## config.mk

```make
export PLATFORM = sky130hd
export DESIGN_NAME = fasta_window_indexer
export DESIGN_NICKNAME = d
export VERILOG_FILES = /design/src/rtl/core/fwi_pkg.sv /design/src/rtl/core/fwi_queue.sv /design/src/rtl/core/fwi_front.sv /design/src/rtl/core/fwi_back.sv /design/src/rtl/core/fasta_window_indexer.sv
export SDC_FILE = /design/constraint.sdc
export NUM_CORES = 1
export LEC_CHECK = 0
export BUFFER_PORTS_ARGS = -buffer_cell sky130_fd_sc_hd__buf_4
export CAP_MARGIN = 20
export CORE_ASPECT_RATIO = 0.8
export CORE_UTILIZATION = 50
export DETAILED_ROUTE_END_ITERATION = 10
export GPL_TIMING_DRIVEN = 0
export PLACE_DENSITY = 0.68
export SLEW_MARGIN = 20
export SYNTH_ARGS = -nofsm -noshare
export SYNTH_HDL_FRONTEND = slang
export SYNTH_SLANG_ARGS = --single-unit
```

## constraint.sdc

```tcl
create_clock -name clk -period 13.9 [get_ports clk]
set_input_delay 2.78 -clock clk [delete_from_list [all_inputs] [get_ports clk]]
set_output_delay 2.78 -clock clk [all_outputs]
set_load 0.01 [all_outputs]
```

## src/rtl/core/fwi_pkg.sv

```systemverilog
// ----------------------------------------------------------------------------
// fwi_pkg
// Shared types, constants and helpers of the fasta window indexer.
// ----------------------------------------------------------------------------
package fwi_pkg;

	localparam int CNT_W      = 32;
	localparam int LEN_W      = 16;
	localparam int BYTE_W     = 8;
	localparam int CFG_IDX_W  = 2;
	localparam int CFG_DATA_W = 32;
	localparam int QDEPTH     = 4;
	localparam int QPTR_W     = $clog2(QDEPTH);
	localparam int QCNT_W     = $clog2(QDEPTH + 1);
	localparam int STEP_W     = $clog2(CNT_W);
	localparam int OUT_W      = 4 * CNT_W;

	// register indexes
	localparam logic [CFG_IDX_W-1:0] REG_LENGTH = 2'd0;
	localparam logic [CFG_IDX_W-1:0] REG_STRIDE = 2'd1;
	localparam logic [CFG_IDX_W-1:0] REG_LIMIT  = 2'd2;

	localparam logic [LEN_W-1:0] LENGTH_RST = 16'd100;
	localparam logic [LEN_W-1:0] STRIDE_RST = 16'd100;

	// text characters
	localparam logic [BYTE_W-1:0] CH_MARK = 8'h3E;
	localparam logic [BYTE_W-1:0] CH_LF   = 8'h0A;
	localparam logic [BYTE_W-1:0] CH_SP   = 8'h20;
	localparam logic [BYTE_W-1:0] CH_TAB  = 8'h09;
	localparam logic [BYTE_W-1:0] CH_CR   = 8'h0D;

	typedef struct packed {
		logic [LEN_W-1:0] length;
		logic [LEN_W-1:0] stride;
		logic [CNT_W-1:0] limit;
	} cfg_t;

	// one contig close handed from the parser to the back end
	typedef struct packed {
		logic [CNT_W-1:0] bases;
		logic             named;
		logic             eos;
		logic             chk;
	} cmd_t;

	// answer to a close that has to check the window limit
	typedef struct packed {
		logic valid;
		logic stop;
	} resp_t;

	function automatic logic is_ws(input logic [BYTE_W-1:0] b);
		is_ws = (b == CH_SP) || (b inside {[CH_TAB:CH_CR]});
	endfunction

endpackage

```

## src/rtl/core/fwi_queue.sv

```systemverilog
// ----------------------------------------------------------------------------
// fwi_queue
// Small command queue between the parser and the window back end.
// ----------------------------------------------------------------------------
module fwi_queue (
	input  logic           clk,
	input  logic           arst_n,
	input  logic           push,
	input  fwi_pkg::cmd_t  din,
	output logic           full,
	input  logic           pop,
	output fwi_pkg::cmd_t  dout,
	output logic           valid
);

	fwi_pkg::cmd_t                    entries_q [fwi_pkg::QDEPTH];
	logic [fwi_pkg::QPTR_W-1:0]       wr_q;
	logic [fwi_pkg::QPTR_W-1:0]       rd_q;
	logic [fwi_pkg::QCNT_W-1:0]       cnt_q;

	assign full  = (cnt_q == fwi_pkg::QCNT_W'(fwi_pkg::QDEPTH));
	assign valid = (cnt_q != '0);
	assign dout  = entries_q[rd_q];

	always_ff @(posedge clk) begin
		if (push) begin
			entries_q[wr_q] <= din;
		end
	end

	always_ff @(posedge clk or negedge arst_n) begin
		if (!arst_n) begin
			wr_q  <= '0;
			rd_q  <= '0;
			cnt_q <= '0;
		end else begin
			if (push) begin
				wr_q <= wr_q + 1'b1;
			end
			if (pop) begin
				rd_q <= rd_q + 1'b1;
			end
			if (push && !pop) begin
				cnt_q <= cnt_q + 1'b1;
			end else if (pop && !push) begin
				cnt_q <= cnt_q - 1'b1;
			end
		end
	end

`ifndef NO_ASSERTIONS
	a_no_overflow: assert property (@(posedge clk) disable iff (!arst_n)
		full && !pop |-> !push)
		else $error("queue written while full");

	a_no_underflow: assert property (@(posedge clk) disable iff (!arst_n)
		pop |-> valid)
		else $error("queue read while empty");

	a_count_track: assert property (@(posedge clk) disable iff (!arst_n)
		push && !pop && !full |=> cnt_q == $past(cnt_q) + 1'b1)
		else $error("queue count lost a write");
`endif

endmodule

```

## src/rtl/core/fwi_front.sv

```systemverilog
// ----------------------------------------------------------------------------
// fwi_front
// Text parser: tracks lines, headers and names, counts bases and queues
// contig closes for the back end.
// ----------------------------------------------------------------------------
module fwi_front (
	input  logic                        clk,
	input  logic                        arst_n,
	input  logic                        in_valid,
	output logic                        in_ready,
	input  logic [fwi_pkg::BYTE_W-1:0]  in_byte,
	input  logic                        in_eos,
	input  logic                        limit_on,
	output logic                        push,
	output fwi_pkg::cmd_t               cmd,
	input  logic                        full,
	input  fwi_pkg::resp_t              resp
);

	typedef enum logic [2:0] {
		F_RUN  = 3'b001,
		F_WAIT = 3'b010,
		F_STOP = 3'b100
	} fstate_t;

	fstate_t                     state_q;
	logic [fwi_pkg::CNT_W-1:0]   bases_q;
	logic                        bol_q;
	logic                        inh_q;
	logic                        jam_q;
	logic                        name_q;

	logic                        take;
	logic                        name_now;
	logic                        is_hdr;
	logic [fwi_pkg::CNT_W-1:0]   bases_inc;

	always_comb begin
		in_ready  = ((state_q == F_RUN) && !full) || (state_q == F_STOP);
		take      = in_valid && in_ready && (state_q == F_RUN);
		// byte right after the marker decides whether the name is empty
		name_now  = jam_q ? !((in_byte == fwi_pkg::CH_SP) || (in_byte == fwi_pkg::CH_TAB) ||
			(in_byte == fwi_pkg::CH_LF)) : name_q;
		is_hdr    = !in_eos && bol_q && (in_byte == fwi_pkg::CH_MARK);
		push      = take && (in_eos || (is_hdr && (name_now || limit_on)));
		cmd.bases = bases_q;
		cmd.named = in_eos ? name_q : name_now;
		cmd.eos   = in_eos;
		cmd.chk   = !in_eos && limit_on;
		bases_inc = (bases_q == '1) ? bases_q : bases_q + 1'b1;
	end

	always_ff @(posedge clk or negedge arst_n) begin
		if (!arst_n) begin
			state_q <= F_RUN;
			bases_q <= '0;
			bol_q   <= 1'b1;
			inh_q   <= 1'b0;
			jam_q   <= 1'b0;
			name_q  <= 1'b0;
		end else begin
			case (state_q)
				F_RUN: begin
					if (take) begin
						if (in_eos) begin
							state_q <= F_STOP;
						end else begin
							if (jam_q) begin
								jam_q  <= 1'b0;
								name_q <= name_now;
							end
							if (in_byte == fwi_pkg::CH_LF) begin
								bol_q <= 1'b1;
								inh_q <= 1'b0;
							end else if (is_hdr) begin
								bol_q  <= 1'b0;
								inh_q  <= 1'b1;
								jam_q  <= 1'b1;
								name_q <= 1'b0;
								// unnamed contigs keep their bases for the next one
								if (name_now) begin
									bases_q <= '0;
								end
								if (limit_on) begin
									state_q <= F_WAIT;
								end
							end else begin
								bol_q <= 1'b0;
								if (!inh_q && !fwi_pkg::is_ws(in_byte)) begin
									bases_q <= bases_inc;
								end
							end
						end
					end
				end
				F_WAIT: begin
					if (resp.valid) begin
						state_q <= resp.stop ? F_STOP : F_RUN;
					end
				end
				F_STOP: begin
					state_q <= F_STOP;
				end
				default: begin
					state_q <= F_RUN;
				end
			endcase
		end
	end

`ifndef NO_ASSERTIONS
	a_stop_sticks: assert property (@(posedge clk) disable iff (!arst_n)
		state_q == F_STOP |=> state_q == F_STOP)
		else $error("parser left the stopped state");

	a_push_room: assert property (@(posedge clk) disable iff (!arst_n)
		push |-> !full)
		else $error("close queued into a full queue");

	a_wait_holds: assert property (@(posedge clk) disable iff (!arst_n)
		state_q == F_WAIT && !resp.valid |=> state_q == F_WAIT)
		else $error("limit wait ended without an answer");
`endif

endmodule

```

## src/rtl/core/fwi_back.sv

```systemverilog
// ----------------------------------------------------------------------------
// fwi_back
// Window back end: divides, clamps to the limit, keeps the running window
// and contig totals and drives the result register.
// ----------------------------------------------------------------------------
module fwi_back (
	input  logic                       clk,
	input  logic                       arst_n,
	input  fwi_pkg::cfg_t              cfg,
	input  logic                       cmd_valid,
	input  fwi_pkg::cmd_t              cmd_in,
	output logic                       pop,
	output logic                       out_valid,
	input  logic                       out_ready,
	output logic [fwi_pkg::OUT_W-1:0]  out_data,
	output logic                       out_record,
	output logic                       out_final,
	output fwi_pkg::resp_t             resp
);

	typedef enum logic [5:0] {
		B_IDLE  = 6'b000001,
		B_DIV   = 6'b000010,
		B_CNT   = 6'b000100,
		B_CLAMP = 6'b001000,
		B_SUM   = 6'b010000,
		B_EMIT  = 6'b100000
	} bstate_t;

	localparam int CW = fwi_pkg::CNT_W;
	localparam int LW = fwi_pkg::LEN_W;

	bstate_t                      state_q;
	fwi_pkg::cmd_t                cmd_q;
	logic                         ge_q;
	logic [CW-1:0]                dq_q;
	logic [LW:0]                  rem_q;
	logic [fwi_pkg::STEP_W-1:0]   step_q;
	logic [CW-1:0]                cnt_q;
	logic [CW-1:0]                sum_q;
	logic [CW-1:0]                win_q;
	logic [CW-1:0]                ctg_q;
	logic                         ov_q;
	logic [fwi_pkg::OUT_W-1:0]    od_q;
	logic                         orec_q;
	logic                         ofin_q;

	logic [LW-1:0]                stride_eff;
	logic [LW:0]                  rem_sh;
	logic                         fits;
	logic                         in_ge;
	logic [CW-1:0]                rem_lim;
	logic [CW:0]                  sum_w;
	logic                         stop;
	logic                         emit;
	logic                         go;

	always_comb begin
		stride_eff = (cfg.stride == '0) ? LW'(1) : cfg.stride;
		rem_sh     = {rem_q[LW-1:0], dq_q[CW-1]};
		fits       = (rem_sh >= {1'b0, stride_eff});
		in_ge      = (cmd_in.bases >= CW'(cfg.length));
		rem_lim    = (cfg.limit > win_q) ? cfg.limit - win_q : '0;
		sum_w      = {1'b0, win_q} + {1'b0, cnt_q};
		stop       = cmd_q.chk && (cfg.limit != '0) && (sum_q >= cfg.limit);
		emit       = cmd_q.named || cmd_q.eos || stop;
		go         = (state_q == B_EMIT) && (!ov_q || out_ready);
		pop        = (state_q == B_IDLE) && cmd_valid;
		resp.valid = go && cmd_q.chk;
		resp.stop  = stop;
		out_valid  = ov_q;
		out_data   = od_q;
		out_record = orec_q;
		out_final  = ofin_q;
	end

	always_ff @(posedge clk) begin
		case (state_q)
			B_IDLE: begin
				if (pop) begin
					cmd_q  <= cmd_in;
					ge_q   <= cmd_in.named && in_ge;
					dq_q   <= cmd_in.bases - CW'(cfg.length);
					rem_q  <= '0;
					step_q <= '0;
				end
			end
			B_DIV: begin
				// one quotient bit per cycle, restoring
				rem_q  <= fits ? rem_sh - {1'b0, stride_eff} : rem_sh;
				dq_q   <= {dq_q[CW-2:0], fits};
				step_q <= step_q + 1'b1;
			end
			B_CNT: begin
				cnt_q <= !ge_q ? '0 : ((dq_q == '1) ? dq_q : dq_q + 1'b1);
			end
			B_CLAMP: begin
				if ((cfg.limit != '0) && (cnt_q > rem_lim)) begin
					cnt_q <= rem_lim;
				end
			end
			B_SUM: begin
				sum_q <= sum_w[CW] ? '1 : sum_w[CW-1:0];
			end
			B_EMIT: begin
				if (go && emit) begin
					od_q   <= cmd_q.named ? {cmd_q.bases, cnt_q, win_q, ctg_q} : '0;
					orec_q <= cmd_q.named;
					ofin_q <= cmd_q.eos || stop;
				end
			end
			default: begin
				cnt_q <= cnt_q;
			end
		endcase
	end

	always_ff @(posedge clk or negedge arst_n) begin
		if (!arst_n) begin
			state_q <= B_IDLE;
			win_q   <= '0;
			ctg_q   <= '0;
			ov_q    <= 1'b0;
		end else begin
			if (ov_q && out_ready) begin
				ov_q <= 1'b0;
			end
			case (state_q)
				B_IDLE: begin
					if (pop) begin
						state_q <= (cmd_in.named && in_ge) ? B_DIV : B_CNT;
					end
				end
				B_DIV: begin
					if (step_q == '1) begin
						state_q <= B_CNT;
					end
				end
				B_CNT: begin
					state_q <= B_CLAMP;
				end
				B_CLAMP: begin
					state_q <= B_SUM;
				end
				B_SUM: begin
					state_q <= B_EMIT;
				end
				B_EMIT: begin
					if (go) begin
						state_q <= B_IDLE;
						if (emit) begin
							ov_q <= 1'b1;
						end
						if (cmd_q.named) begin
							win_q <= sum_q;
							ctg_q <= (ctg_q == '1) ? ctg_q : ctg_q + 1'b1;
						end
					end
				end
				default: begin
					state_q <= B_IDLE;
				end
			endcase
		end
	end

`ifndef NO_ASSERTIONS
	a_div_done: assert property (@(posedge clk) disable iff (!arst_n)
		state_q == B_DIV && step_q == '1 |=> state_q == B_CNT)
		else $error("divider ran past its last step");

	a_pop_start: assert property (@(posedge clk) disable iff (!arst_n)
		pop |=> state_q == B_DIV || state_q == B_CNT)
		else $error("popped close did not start");

	a_blank_result: assert property (@(posedge clk) disable iff (!arst_n)
		ov_q && !orec_q |-> od_q == '0 && ofin_q)
		else $error("result without record is not blank and final");
`endif

endmodule

```

## src/rtl/core/fasta_window_indexer.sv

```systemverilog
// ----------------------------------------------------------------------------
// fasta_window_indexer
// FASTA text in, one record per named contig out: contig number, first
// window id, window count and base count.
// ----------------------------------------------------------------------------
//  channel   dir  signals                        content
//  s_*       in   s_tvalid s_tready s_tdata      text byte, tlast = end of stream
//                 s_tlast
//  m_*       out  m_tvalid m_tready m_tdata      contig record, tuser = has record,
//                 m_tuser m_tlast                tlast = final result
//  cfg_*     in   cfg_we cfg_index cfg_data      window length, stride, limit
//
// text bytes are taken one per cycle; a header while the window limit is
// nonzero holds s_tready low until the back end has closed that contig
// a named contig that reaches the window length runs through the serial divider
// in the back end, a shorter or unnamed one skips it;
// the queue holds 4 closes, and s_tready drops while it is full
// reset clears all counts and loads length 100, stride 100, no limit
// m_tready low with a result pending holds the back end in emit, filling the queue
// ----------------------------------------------------------------------------
module fasta_window_indexer (
	input  logic                              clk,
	input  logic                              arst_n,
	input  logic                              s_tvalid,
	output logic                              s_tready,
	input  logic [7:0]                        s_tdata,   // data_byte
	input  logic                              s_tlast,   // end_of_stream
	output logic                              m_tvalid,
	input  logic                              m_tready,
	// contig number, first window id, windows in contig, base count
	output logic [fwi_pkg::OUT_W-1:0]         m_tdata,
	output logic                              m_tuser,   // has_record
	output logic                              m_tlast,   // is_final
	input  logic                              cfg_we,
	input  logic [fwi_pkg::CFG_IDX_W-1:0]     cfg_index,
	input  logic [fwi_pkg::CFG_DATA_W-1:0]    cfg_data
);

	fwi_pkg::cfg_t   cfg_q;
	fwi_pkg::cmd_t   q_din;
	fwi_pkg::cmd_t   q_dout;
	fwi_pkg::resp_t  resp;
	logic            q_push;
	logic            q_full;
	logic            q_pop;
	logic            q_valid;

	always_ff @(posedge clk or negedge arst_n) begin
		if (!arst_n) begin
			cfg_q.length <= fwi_pkg::LENGTH_RST;
			cfg_q.stride <= fwi_pkg::STRIDE_RST;
			cfg_q.limit  <= '0;
		end else if (cfg_we) begin
			case (cfg_index)
				fwi_pkg::REG_LENGTH: cfg_q.length <= cfg_data[fwi_pkg::LEN_W-1:0];
				fwi_pkg::REG_STRIDE: cfg_q.stride <= cfg_data[fwi_pkg::LEN_W-1:0];
				fwi_pkg::REG_LIMIT:  cfg_q.limit  <= cfg_data[fwi_pkg::CNT_W-1:0];
				default: begin
					cfg_q <= cfg_q;
				end
			endcase
		end
	end

	fwi_front u_front (
		.clk      (clk),
		.arst_n   (arst_n),
		.in_valid (s_tvalid),
		.in_ready (s_tready),
		.in_byte  (s_tdata),
		.in_eos   (s_tlast),
		.limit_on (cfg_q.limit != '0),
		.push     (q_push),
		.cmd      (q_din),
		.full     (q_full),
		.resp     (resp)
	);

	fwi_queue u_queue (
		.clk    (clk),
		.arst_n (arst_n),
		.push   (q_push),
		.din    (q_din),
		.full   (q_full),
		.pop    (q_pop),
		.dout   (q_dout),
		.valid  (q_valid)
	);

	fwi_back u_back (
		.clk        (clk),
		.arst_n     (arst_n),
		.cfg        (cfg_q),
		.cmd_valid  (q_valid),
		.cmd_in     (q_dout),
		.pop        (q_pop),
		.out_valid  (m_tvalid),
		.out_ready  (m_tready),
		.out_data   (m_tdata),
		.out_record (m_tuser),
		.out_final  (m_tlast),
		.resp       (resp)
	);

endmodule

```

==> run metrics, run 1 <==
status=finished, final reports clean; crit end category=register; detailed-route DRC error count=0; Syn Inst Count=2,585; vias in the first global route=20,835; nets=3,075; Max Clk Rate=161 MHz; fraction of layout cells with a size suffix above 1=15.7%; syn nets=2,808; startpoint type of the worst setup path=register; RSZ-0062 raised after global routing=no; period utilisation layout=44.6%; area taken by multi-input logic gates=12,800 sq um; CP max stage cell=dfrtp_1; Buffers on Ports=179; Placement Rows=81; initial antenna violation count=3; Peak VDD IR=0.000152 V; pwr dens=~180 nW/um^2; die height=224 microns; Seq/Total Area, Yosys=55.8%; clk root buf=clkbuf_16; Buf/Inv on CP=5; num ports=180; minimum clock period=6200 ps; total CTS buffers=60; GRT Util Overall=25.2%; worst path arrival time=6580 ps; met2 global-route usage=37.7%; hold_buf cts=0; Synth Area in Adders=between 7 and 8%; Die X-Extent=280 microns; pre-CTS setup slack=about 7800 ps; Reg area=17,200 sq um; Synth Register Bits=604; Worst path max stage delay=590 ps; clock buffer depth=3; MaxCap Viol Count=0; Pins Over Slew Limit=0; final WL=around 80,000 microns; Synth Cell Area=just over 30,000 sq um; TNS Setup=0 ps; initial DRC count=1,931; Worst Path Max Fanout=19; Sink Count=604; Clock Latency Late Sink=640 ps; post-CTS resize count=0; final global-route overflow total=0; post-route ant nets=0; Crit Path Class=register to register; Post-CTS Setup Bufs=0; Slew @ Worst Pin=1180 ps; Leakage=~15 nW; Syn. warnings=0; Critical Path, Cell by Cell=inv_1 > ha_1 > inv_1 > fa_1 > a21oi_1 > o211ai_1 > o211ai_1 > a21oi_1 > o21ai_0 > a21oi_1 > clkbuf_1 > clkbuf_1 > nand2_1 > ha_1 > a21o_1 > a21o_1 > a21oi_1 > o21ai_0 > a21o_1 > a21oi_1 > o32ai_1 > o41ai_1 > nand2b_2 > buf_16; Most Frequent Cell on Critical Path=a21oi_1; H-tree depth=2; via/cell ratio=5.73; # setup viols final=0; post-route setup slack=7700 ps; mux contribution to synthesized area=5.86%; via count=21,412; first-pass GRT wire length=121,000 microns; CTS tree=done; Max transition margin=about a fifth; Most used DFF post-synth=edfxtp_1; global routing's busiest layer=met2; WL per Instance=21.2 microns; synth unique cells=88; largest net degree at the start of global routing=74; simple-gate portion of the synthesized area=approximately an eighth; CORE AREA=just over 60,000 sq um; post-DP HPWL=roughly 60,000 microns; final hold vios=0; P&R area growth vs syn=15.4%; combinational family with the most area after synthesis=simple AND/OR/NAND/NOR gates; worst hold path class=register to register; syn avg cell area=11.9 sq um; Initial Util=50.5%; Top Family by Delay on Critical Path=compound AO/OA/AOI/OAI gates; Compound-Gate Fraction of Synth Area=9.66%; fill cell count=5,064; FFs w/ async S/R, synth=between 20 and 30%; post-synthesis xor/xnor area fraction=5.25%; Post-synth EDFFs=423; clk_skew=~20 ps; CTS clock-pin slew for the worst setup and hold paths=60 ps; Crit path required time=14,290 ps; Initial DRT Pass Iterations=5; Die ar.=around 63,000 sq um; grt met3 use=5.61%; met1 usage=36.9%; Final Wtd Congestion=between 0.9 and 1
## worst register-to-register path: stages, from the launching register on
cell,delay [ps]
dfrtp_1,590
inv_1,90
ha_1,220
inv_1,70
fa_1,210
a21oi_1,120
o211ai_1,210
o211ai_1,190
a21oi_1,240
o21ai_0,100
a21oi_1,500
clkbuf_1,430
clkbuf_1,500
nand2_1,120
ha_1,200
a21o_1,160
a21o_1,170
a21oi_1,150
o21ai_0,100
a21o_1,190
a21oi_1,190
o32ai_1,120
o41ai_1,430
nand2b_2,340
buf_16,270
## synthesized netlist by cell type, types with 14 or more instances
cell type / count / share of area, %
a21o_1: 69 / 1.7
a21oi_1: 119 / 1.9
a31oi_1: 15 / 0.30
and2_1: 116 / 2.4
and3_1: 23 / 0.47
clkbuf_1: 63 / 0.77
dfrtp_1: 172 / 14
edfxtp_1: 423 / 41
ha_1: 170 / 6.9
inv_1: 140 / 1.7
mux2_2: 82 / 3.0
mux4_2: 25 / 1.8
nand2_1: 197 / 2.4
nand2b_1: 21 / 0.43
nand3_1: 65 / 1.1
nand4_1: 51 / 1.0
nor2_1: 186 / 2.3
nor2b_1: 23 / 0.47
nor3_1: 42 / 0.68
nor4_1: 22 / 0.45
o21a_1: 15 / 0.36
o21ai_0: 109 / 1.8
o21bai_1: 14 / 0.34
o2bb2ai_1: 21 / 0.60
xnor2_1: 112 / 3.2
xor2_1: 73 / 2.1
## layout by cell type, fill, tap and decap left out, types with 14 or more instances in the layout
cell and n:
dfrtp_1 172, and3_1 23, nand3_1 65, nor2b_1 23
a31oi_1 15, and2_1 112, mux2_2 82, xnor2_1 112
mux4_2 25, clkbuf_1 73, nor4_1 22, edfxtp_1 423
o21a_1 15, o2bb2ai_1 21, clkbuf_16 62, buf_4 191
inv_1 139, nand2b_1 20, nand4_1 51, clkinv_1 14
nand2_1 196, o21ai_0 108, a21oi_1 119, xor2_1 73
nor3_1 39, o21bai_1 14, a21o_1 69, nor2_1 186
ha_1 170
## final cells by class
cell class                 instances  share of cell area, %
sequential                       604                   48.4
multi-input combinational       1762                   35.9
timing repair buffer             205                   4.76
clock buffer                      78                   4.69
tap                              830                   2.91
inverter                         142                   1.50
buffer                            77                  0.941
clock inverter                    35                  0.860
antenna                            1                0.00702
## report_power, final
group / switching [W] / total [W] / internal, W / leakage (nW)
Sequential: 0.000210 / 0.00256 / 0.00235 / 6.44
Combinational: 0.00137 / 0.00228 / 0.000904 / 7.13
Clock: 0.000713 / 0.00164 / 0.000923 / 0.964
Total: 0.00230 / 0.00648 / 0.00418 / 14.5
## final timing paths
check / from / endpoint / slack, ps / cells past startpoint
setup / recovery: cfg_q[0] / u_back.cnt_q[1] / 7700 / 24
hold / removal: u_back.ctg_q[25] / u_back.ctg_q[25] / 490 / 1
setup reg to reg: cfg_q[0] / u_back.cnt_q[1] / 7700 / 24
hold reg to reg: u_back.ctg_q[25] / u_back.ctg_q[25] / 490 / 1
max in group asynchronous: arst_n / cfg_q[34] / 10700 / 3
min in group asynchronous: arst_n / cfg_q[23] / 2040 / 1
## routing by layer
layer  vias to the layer above  wire (microns)
met2                       710           35000
li1                      10017               -
met1                     10552           36300
met4                         4            1990
met3                       129            5910
met5                         -              26
## kinds of logic (layout without fill, tap and decap cells)
logic type | after synthesis | count (layout)
simple gates | 817 | 817
flops | 604 | 604
compound gates | 462 | 462
buf+inv | 219 | 537
xor+xnor | 185 | 185
fa+ha+maj | 175 | 175
mux | 123 | 123
other cells | 0 | 1
## registers in the layout, summed over array words and instances, names as in the netlist, 35 cells and up
| signal | flops |
|---|---|
| cfg_q | 64 |
| u_back.cmd_q | 35 |
| u_back.out_data | 128 |
| u_queue.entries_q | 140 |
## per-stage QoR
step           hold slack, ps  util [%]  cells  total power [W]  area [sq um]
2_1_floorplan             447         -   2585          0.00414         30900
3_3_place_gp              469      54.4   3594          0.00476         33300
3_5_place_dp              472      55.0   3620          0.00485         33600
4_1_cts                   485      58.3   3733          0.00650         35600
5_1_grt                   498      58.3   3733          0.00684         35600
6_report                  485      58.3   3734          0.00648         35600
(Power assumes the default switching activity.)
==> run 2: changes to the inputs <==
clock period = 6.35 ns   (was 13.9 ns; I/O delays follow)
==> run metrics, run 2 (synthesized netlist as in run 1, its figures left out) <==
clk_skew=21.3 ps (was 20.3 ps); Buffers on Ports=179 (unchanged); Die X-Extent=280 microns (unchanged); crit end category=register (unchanged); Int Power=0.00928 W (was 0.00418 W); Post-Route Utilization=58.5% (was 58.3%); worst hold path class=register to register (unchanged); detailed-route DRC error count=0 (unchanged); CTS clock-pin slew for the worst setup and hold paths=70 ps (was 60 ps); vias in the first global route=21,029 (was 20,835); Net Sw Frac=35.1% (was 35.5%); Final Wtd Congestion=0.925 (about the same); CP max stage cell=or3b_2 (was dfrtp_1); clock share of power=26.2% (was 25.3%); Clock Latency Late Sink=640 ps (about the same); GRT Util Overall=25.2% (about the same); Critical Path, Cell by Cell=inv_1 > ha_1 > nor2b_1 > o31a_1 > o21ai_0 > a31oi_2 > a32oi_1 > o21ai_1 > a21oi_1 > nor3b_1 > or3b_2 > ha_1 > nand4_1 > nor4_1 > inv_1 > or3_1 > nor3_1 > nor3_1 > o41ai_1 > nand2b_2 > buf_16 (was inv_1 > ha_1 > inv_1 > fa_1 > a21oi_1 > o211ai_1 > o211ai_1 > a21oi_1 > o21ai_0 > a21oi_1 > clkbuf_1 > clkbuf_1 > nand2_1 > ha_1 > a21o_1 > a21o_1 > a21oi_1 > o21ai_0 > a21o_1 > a21oi_1 > o32ai_1 > o41ai_1 > nand2b_2 > buf_16); Placement Rows=81 (unchanged); most frequent cells in the layout=edfxtp_1 (423), nand2_1 (196), nor2_1 (186) (was edfxtp_1 (423), nand2_1 (196), buf_4 (191)); period utilisation layout=95.9% (was 44.6%); area taken by multi-input logic gates=12,800 sq um (about the same); post-route cell area=35,800 sq um (was 35,600 sq um); CTS tree=done (unchanged); CORE AREA=61,100 sq um (unchanged); Initial DRT Pass Iterations=5 (unchanged); Leakage=14.6 nW (was 14.5 nW); Crit path required time=6740 ps (was 14,290 ps); pwr dens=400 nW/um^2 (was 182 nW/um^2); Max transition margin=23.2% (was 20.9%); Pins Over Slew Limit=0 (unchanged); first-pass GRT wire length=121,000 microns (about the same); # setup viols final=0 (unchanged); via/cell ratio=5.76 (was 5.73); final hold vios=0 (unchanged); P&R area growth vs syn=15.8% (was 15.4%); Reg with most FFs=u_queue.entries_q (unchanged); nets=3,069 (was 3,075); Final Non-Filler Cells=3,728 (was 3,734); num ports=180 (unchanged); die height=224 microns (unchanged); Worst Path Max Fanout=19 (unchanged); Max Clk Rate=164 MHz (was 161 MHz); total CTS buffers=60 (unchanged); final global-route overflow total=0 (unchanged); Reg area=17,200 sq um (unchanged); WL per Instance=21.2 microns (about the same); most common cell after layout, fill and taps aside=edfxtp_1 (unchanged); Worst path max stage delay=470 ps (was 590 ps); Post-CTS Setup Bufs=0 (unchanged); switching pwr=0.00502 W (was 0.00230 W); final WL=79,200 microns (about the same); MaxCap Viol Count=0 (unchanged); Post-Place Cells=3,614 (was 3,620); Pwr Total=0.0143 W (was 0.00648 W); Buf/Inv on CP=3 (was 5); post-route ant nets=0 (unchanged); initial DRC count=1,753 (was 1,931); post-DP HPWL=59,900 microns (about the same); minimum clock period=6090 ps (was 6200 ps); placed inst area=33,700 sq um (was 33,600 sq um); initial antenna violation count=1 (was 3); max reg flops=140 (unchanged); hold_buf cts=0 (unchanged); clock buffer depth=3 (unchanged); Crit Path Class=register to register (unchanged); via count=21,479 (was 21,412); post-CTS resize count=0 (unchanged); TNS Setup=0 ps (unchanged); clk root buf=clkbuf_16 (unchanged); startpoint type of the worst setup path=register (unchanged); Top Family by Delay on Critical Path=simple AND/OR/NAND/NOR gates (was compound AO/OA/AOI/OAI gates); sequential power share=39.2% (was 39.6%); H-tree depth=2 (unchanged); fill cell count=5,048 (was 5,064); Slew @ Worst Pin=1140 ps (was 1180 ps); worst path arrival time=6480 ps (was 6580 ps); status=finished, final reports clean (unchanged); Initial Util=50.5% (unchanged); Die ar.=62,800 sq um (unchanged); Peak VDD IR=0.000428 V (was 0.000152 V); fraction of layout cells with a size suffix above 1=15.9% (was 15.7%); Sink Count=604 (unchanged); combinational power share=34.5% (was 35.2%); largest net degree at the start of global routing=78 (was 74)
-- run 2: power by group through the flow --
stage               registers, W  clock network, W  logic [W]
floorplan                0.00550                 0    0.00355
global placement         0.00569                 0    0.00472
detailed placement       0.00569                 0    0.00489
CTS                      0.00561           0.00381    0.00494
global route             0.00568           0.00395    0.00546
finish                   0.00561           0.00375    0.00494
-- run 2: routing by layer --
metal / wire (microns) / GRT usage (%) / vias to the layer above
li1: - / - / 10022
met1: 36300 / 37.3 / 10633
met2: 35200 / 38.3 / 695
met3: 5540 / 4.21 / 129
met4: 2130 / 7.32 / 0
met5: 0 / 0 / -
-- run 2: area by class of cell --
class | instances | area share (%)
Sequential cell | 604 | 48.2
Multi-Input combinational cell | 1762 | 35.9
Timing Repair Buffer | 199 | 4.77
Clock buffer | 74 | 4.64
Tap cell | 830 | 2.90
Inverter | 142 | 1.49
Clock inverter | 39 | 1.17
Buffer | 77 | 0.945
Antenna cell | 1 | 0.00700
-- run 2: stage by stage --
stage,setup slack [ps],hold slack (ps)
2_1_floorplan,713,447
3_3_place_gp,-1970,470
3_5_place_dp,177,478
4_1_cts,160,488
5_1_grt,-4.04,504
6_report,262,483
-- run 2: path summary, 6_finish.rpt --
| check | from | end | slack [ps] | cells after the start |
|---|---|---|---|---|
| worst min register to register | u_back.ctg_q[27] | u_back.ctg_q[27] | 480 | 1 |
| max in group asynchronous | arst_n | cfg_q[34] | 4700 | 3 |
| worst min-delay path | u_back.ctg_q[27] | u_back.ctg_q[27] | 480 | 1 |
| worst max-delay path | u_back.win_q[1] | u_back.cnt_q[1] | 260 | 21 |
| worst max register to register | u_back.win_q[1] | u_back.cnt_q[1] | 260 | 21 |
| min in group asynchronous | arst_n | u_back.win_q[23] | 530 | 1 |
==> run 3: changes to the inputs <==
==> constraint.sdc (replaced) <==
create_clock -name clk -period 6.35 [get_ports clk]
set_input_delay 0.635 -clock clk [delete_from_list [all_inputs] [get_ports clk]]
set_output_delay 0.635 -clock clk [all_outputs]
set_load 0.01 [all_outputs]
==> run metrics, run 3 (synthesized netlist as in run 1, its figures left out) <==
MaxCap Viol Count=0 (unchanged); total CTS buffers=60 (unchanged); Max transition margin=23.5% (was 23.2%); clk_skew=19.8 ps (was 21.3 ps); nets=3,070 (was 3,069); clock buffer depth=3 (unchanged); die height=224 microns (unchanged); Worst Path Max Fanout=19 (unchanged); Initial DRT Pass Iterations=6 (was 5); P&R area growth vs syn=15.9% (was 15.8%); Crit Path Class=register to register (unchanged); H-tree depth=2 (unchanged); # setup viols final=0 (unchanged); Peak VDD IR=0.000430 V (was 0.000428 V); Die ar.=62,800 sq um (unchanged); GRT Util Overall=25.2% (unchanged); Clock Latency Late Sink=640 ps (about the same); max reg flops=140 (unchanged); detailed-route DRC error count=0 (unchanged); Placement Rows=81 (unchanged); worst path arrival time=6470 ps (was 6480 ps); post-route setup slack=271 ps (was 262 ps); initial DRC count=1,812 (was 1,753); WL per Instance=21.2 microns (about the same); Sink Count=604 (unchanged); initial antenna violation count=1 (unchanged); worst hold path class=input port to register (was register to register); final hold vios=0 (unchanged); minimum clock period=6080 ps (was 6090 ps); final WL=79,100 microns (was 79,200 microns); via count=21,510 (was 21,479); crit end category=register (unchanged); CTS tree=done (unchanged); Post-Route Utilization=58.5% (about the same); post-DP HPWL=59,900 microns (unchanged); Final Wtd Congestion=0.925 (unchanged); Crit path required time=6740 ps (about the same); clk root buf=clkbuf_16 (unchanged); vias in the first global route=21,029 (unchanged); most common cell after layout, fill and taps aside=edfxtp_1 (unchanged); largest net degree at the start of global routing=78 (unchanged); Initial Util=50.5% (unchanged); Slew @ Worst Pin=1140 ps (about the same); post-route ant nets=0 (unchanged); fraction of layout cells with a size suffix above 1=15.9% (about the same); Buffers on Ports=179 (unchanged); Pins Over Slew Limit=0 (unchanged); CORE AREA=61,100 sq um (unchanged); period utilisation layout=95.7% (was 95.9%); Max Clk Rate=165 MHz (was 164 MHz); startpoint type of the worst setup path=register (unchanged); status=finished, final reports clean (unchanged); final global-route overflow total=0 (unchanged); CTS clock-pin slew for the worst setup and hold paths=70 ps (about the same); most frequent cells in the layout=edfxtp_1 (423), nand2_1 (196), nor2_1 (186) (unchanged); pre-CTS setup slack=177 ps (unchanged); first-pass GRT wire length=121,000 microns (unchanged); WHS=212 ps (was 483 ps); pwr dens=400 nW/um^2 (about the same); Die X-Extent=280 microns (unchanged); Leakage=14.6 nW (about the same); via/cell ratio=5.77 (was 5.76); Reg with most FFs=u_queue.entries_q (unchanged); num ports=180 (unchanged); Post-CTS Setup Bufs=0 (unchanged)
## run 3: changes by cell type in the layout (fill, tap and decap cells not counted), sizes merged
cell,previous run,this run
dlygate4sd3,0,1
## run 3: path summary, 6_finish.rpt
check	start	to	slack (ps)	cells after the start
worst max-delay path	cfg_q[0]	u_back.cnt_q[1]	270	23
worst min-delay path	s_tlast	u_queue.entries_q[3][1]	210	1
worst max register to register	cfg_q[0]	u_back.cnt_q[1]	270	23
worst min register to register	u_back.ctg_q[27]	u_back.ctg_q[27]	480	1
max in group asynchronous	arst_n	cfg_q[34]	4730	4
min in group asynchronous	arst_n	u_back.win_q[23]	490	2
## run 3: metal layers
metal	wire length, microns	global-route usage, %	up-vias
met1	36500	37.3	10662
met5	0	0	-
li1	-	-	10020
met2	35200	38.3	693
met4	2150	7.32	0
met3	5270	4.21	135
## run 3: stage by stage
step / setup TNS, ps / cells / area (sq um) / total power, W
floorplan: 0 / 2585 / 30900 / 0.00906
global placement: -260470 / 3594 / 33300 / 0.0104
detailed placement: 0 / 3614 / 33700 / 0.0106
CTS: 0 / 3728 / 35700 / 0.0144
global route: -8.06 / 3729 / 35800 / 0.0151
finish: 0 / 3729 / 35800 / 0.0143
## run 3: layout make-up
type,instances,area (sq um)
flip-flops and latches,604,17200
fillers,5047,25300
clock buffers,74,1660
plain buffers,77,338
multi-input cells,1762,12800
well taps,830,1040
inverters,142,533
clock inverters,39,418
diodes,1,2.50
repair buffers,200,1720
## run 3: power by group
part           switching, W  internal [W]
Clock               0.00160       0.00215
Combinational       0.00296       0.00198
Sequential         0.000462       0.00515
## run 3: what timing repair did
action                     CTS  global route
setup endpoints to repair    0            32
hold endpoints to repair    48             0
hold buffers                 1             0
resized for setup            0             8
## run 3: worst max-delay path, cell delays in order, from the launching register on
cell      delay [ps]
dfrtp_1          530
inv_1            110
ha_1             160
inv_1             50
fa_1             400
a21oi_1          250
o211ai_1         150
o211ai_1         180
and2_1           260
o21ai_0          220
a31oi_2          350
o21bai_1         140
xor2_1           300
nand2_1          100
ha_1             320
nand4_1          190
nor4_1           370
inv_1            140
or3_1            430
nor3_1           270
nor3_1           130
o41ai_1          140
nand2b_2         350
buf_16           270
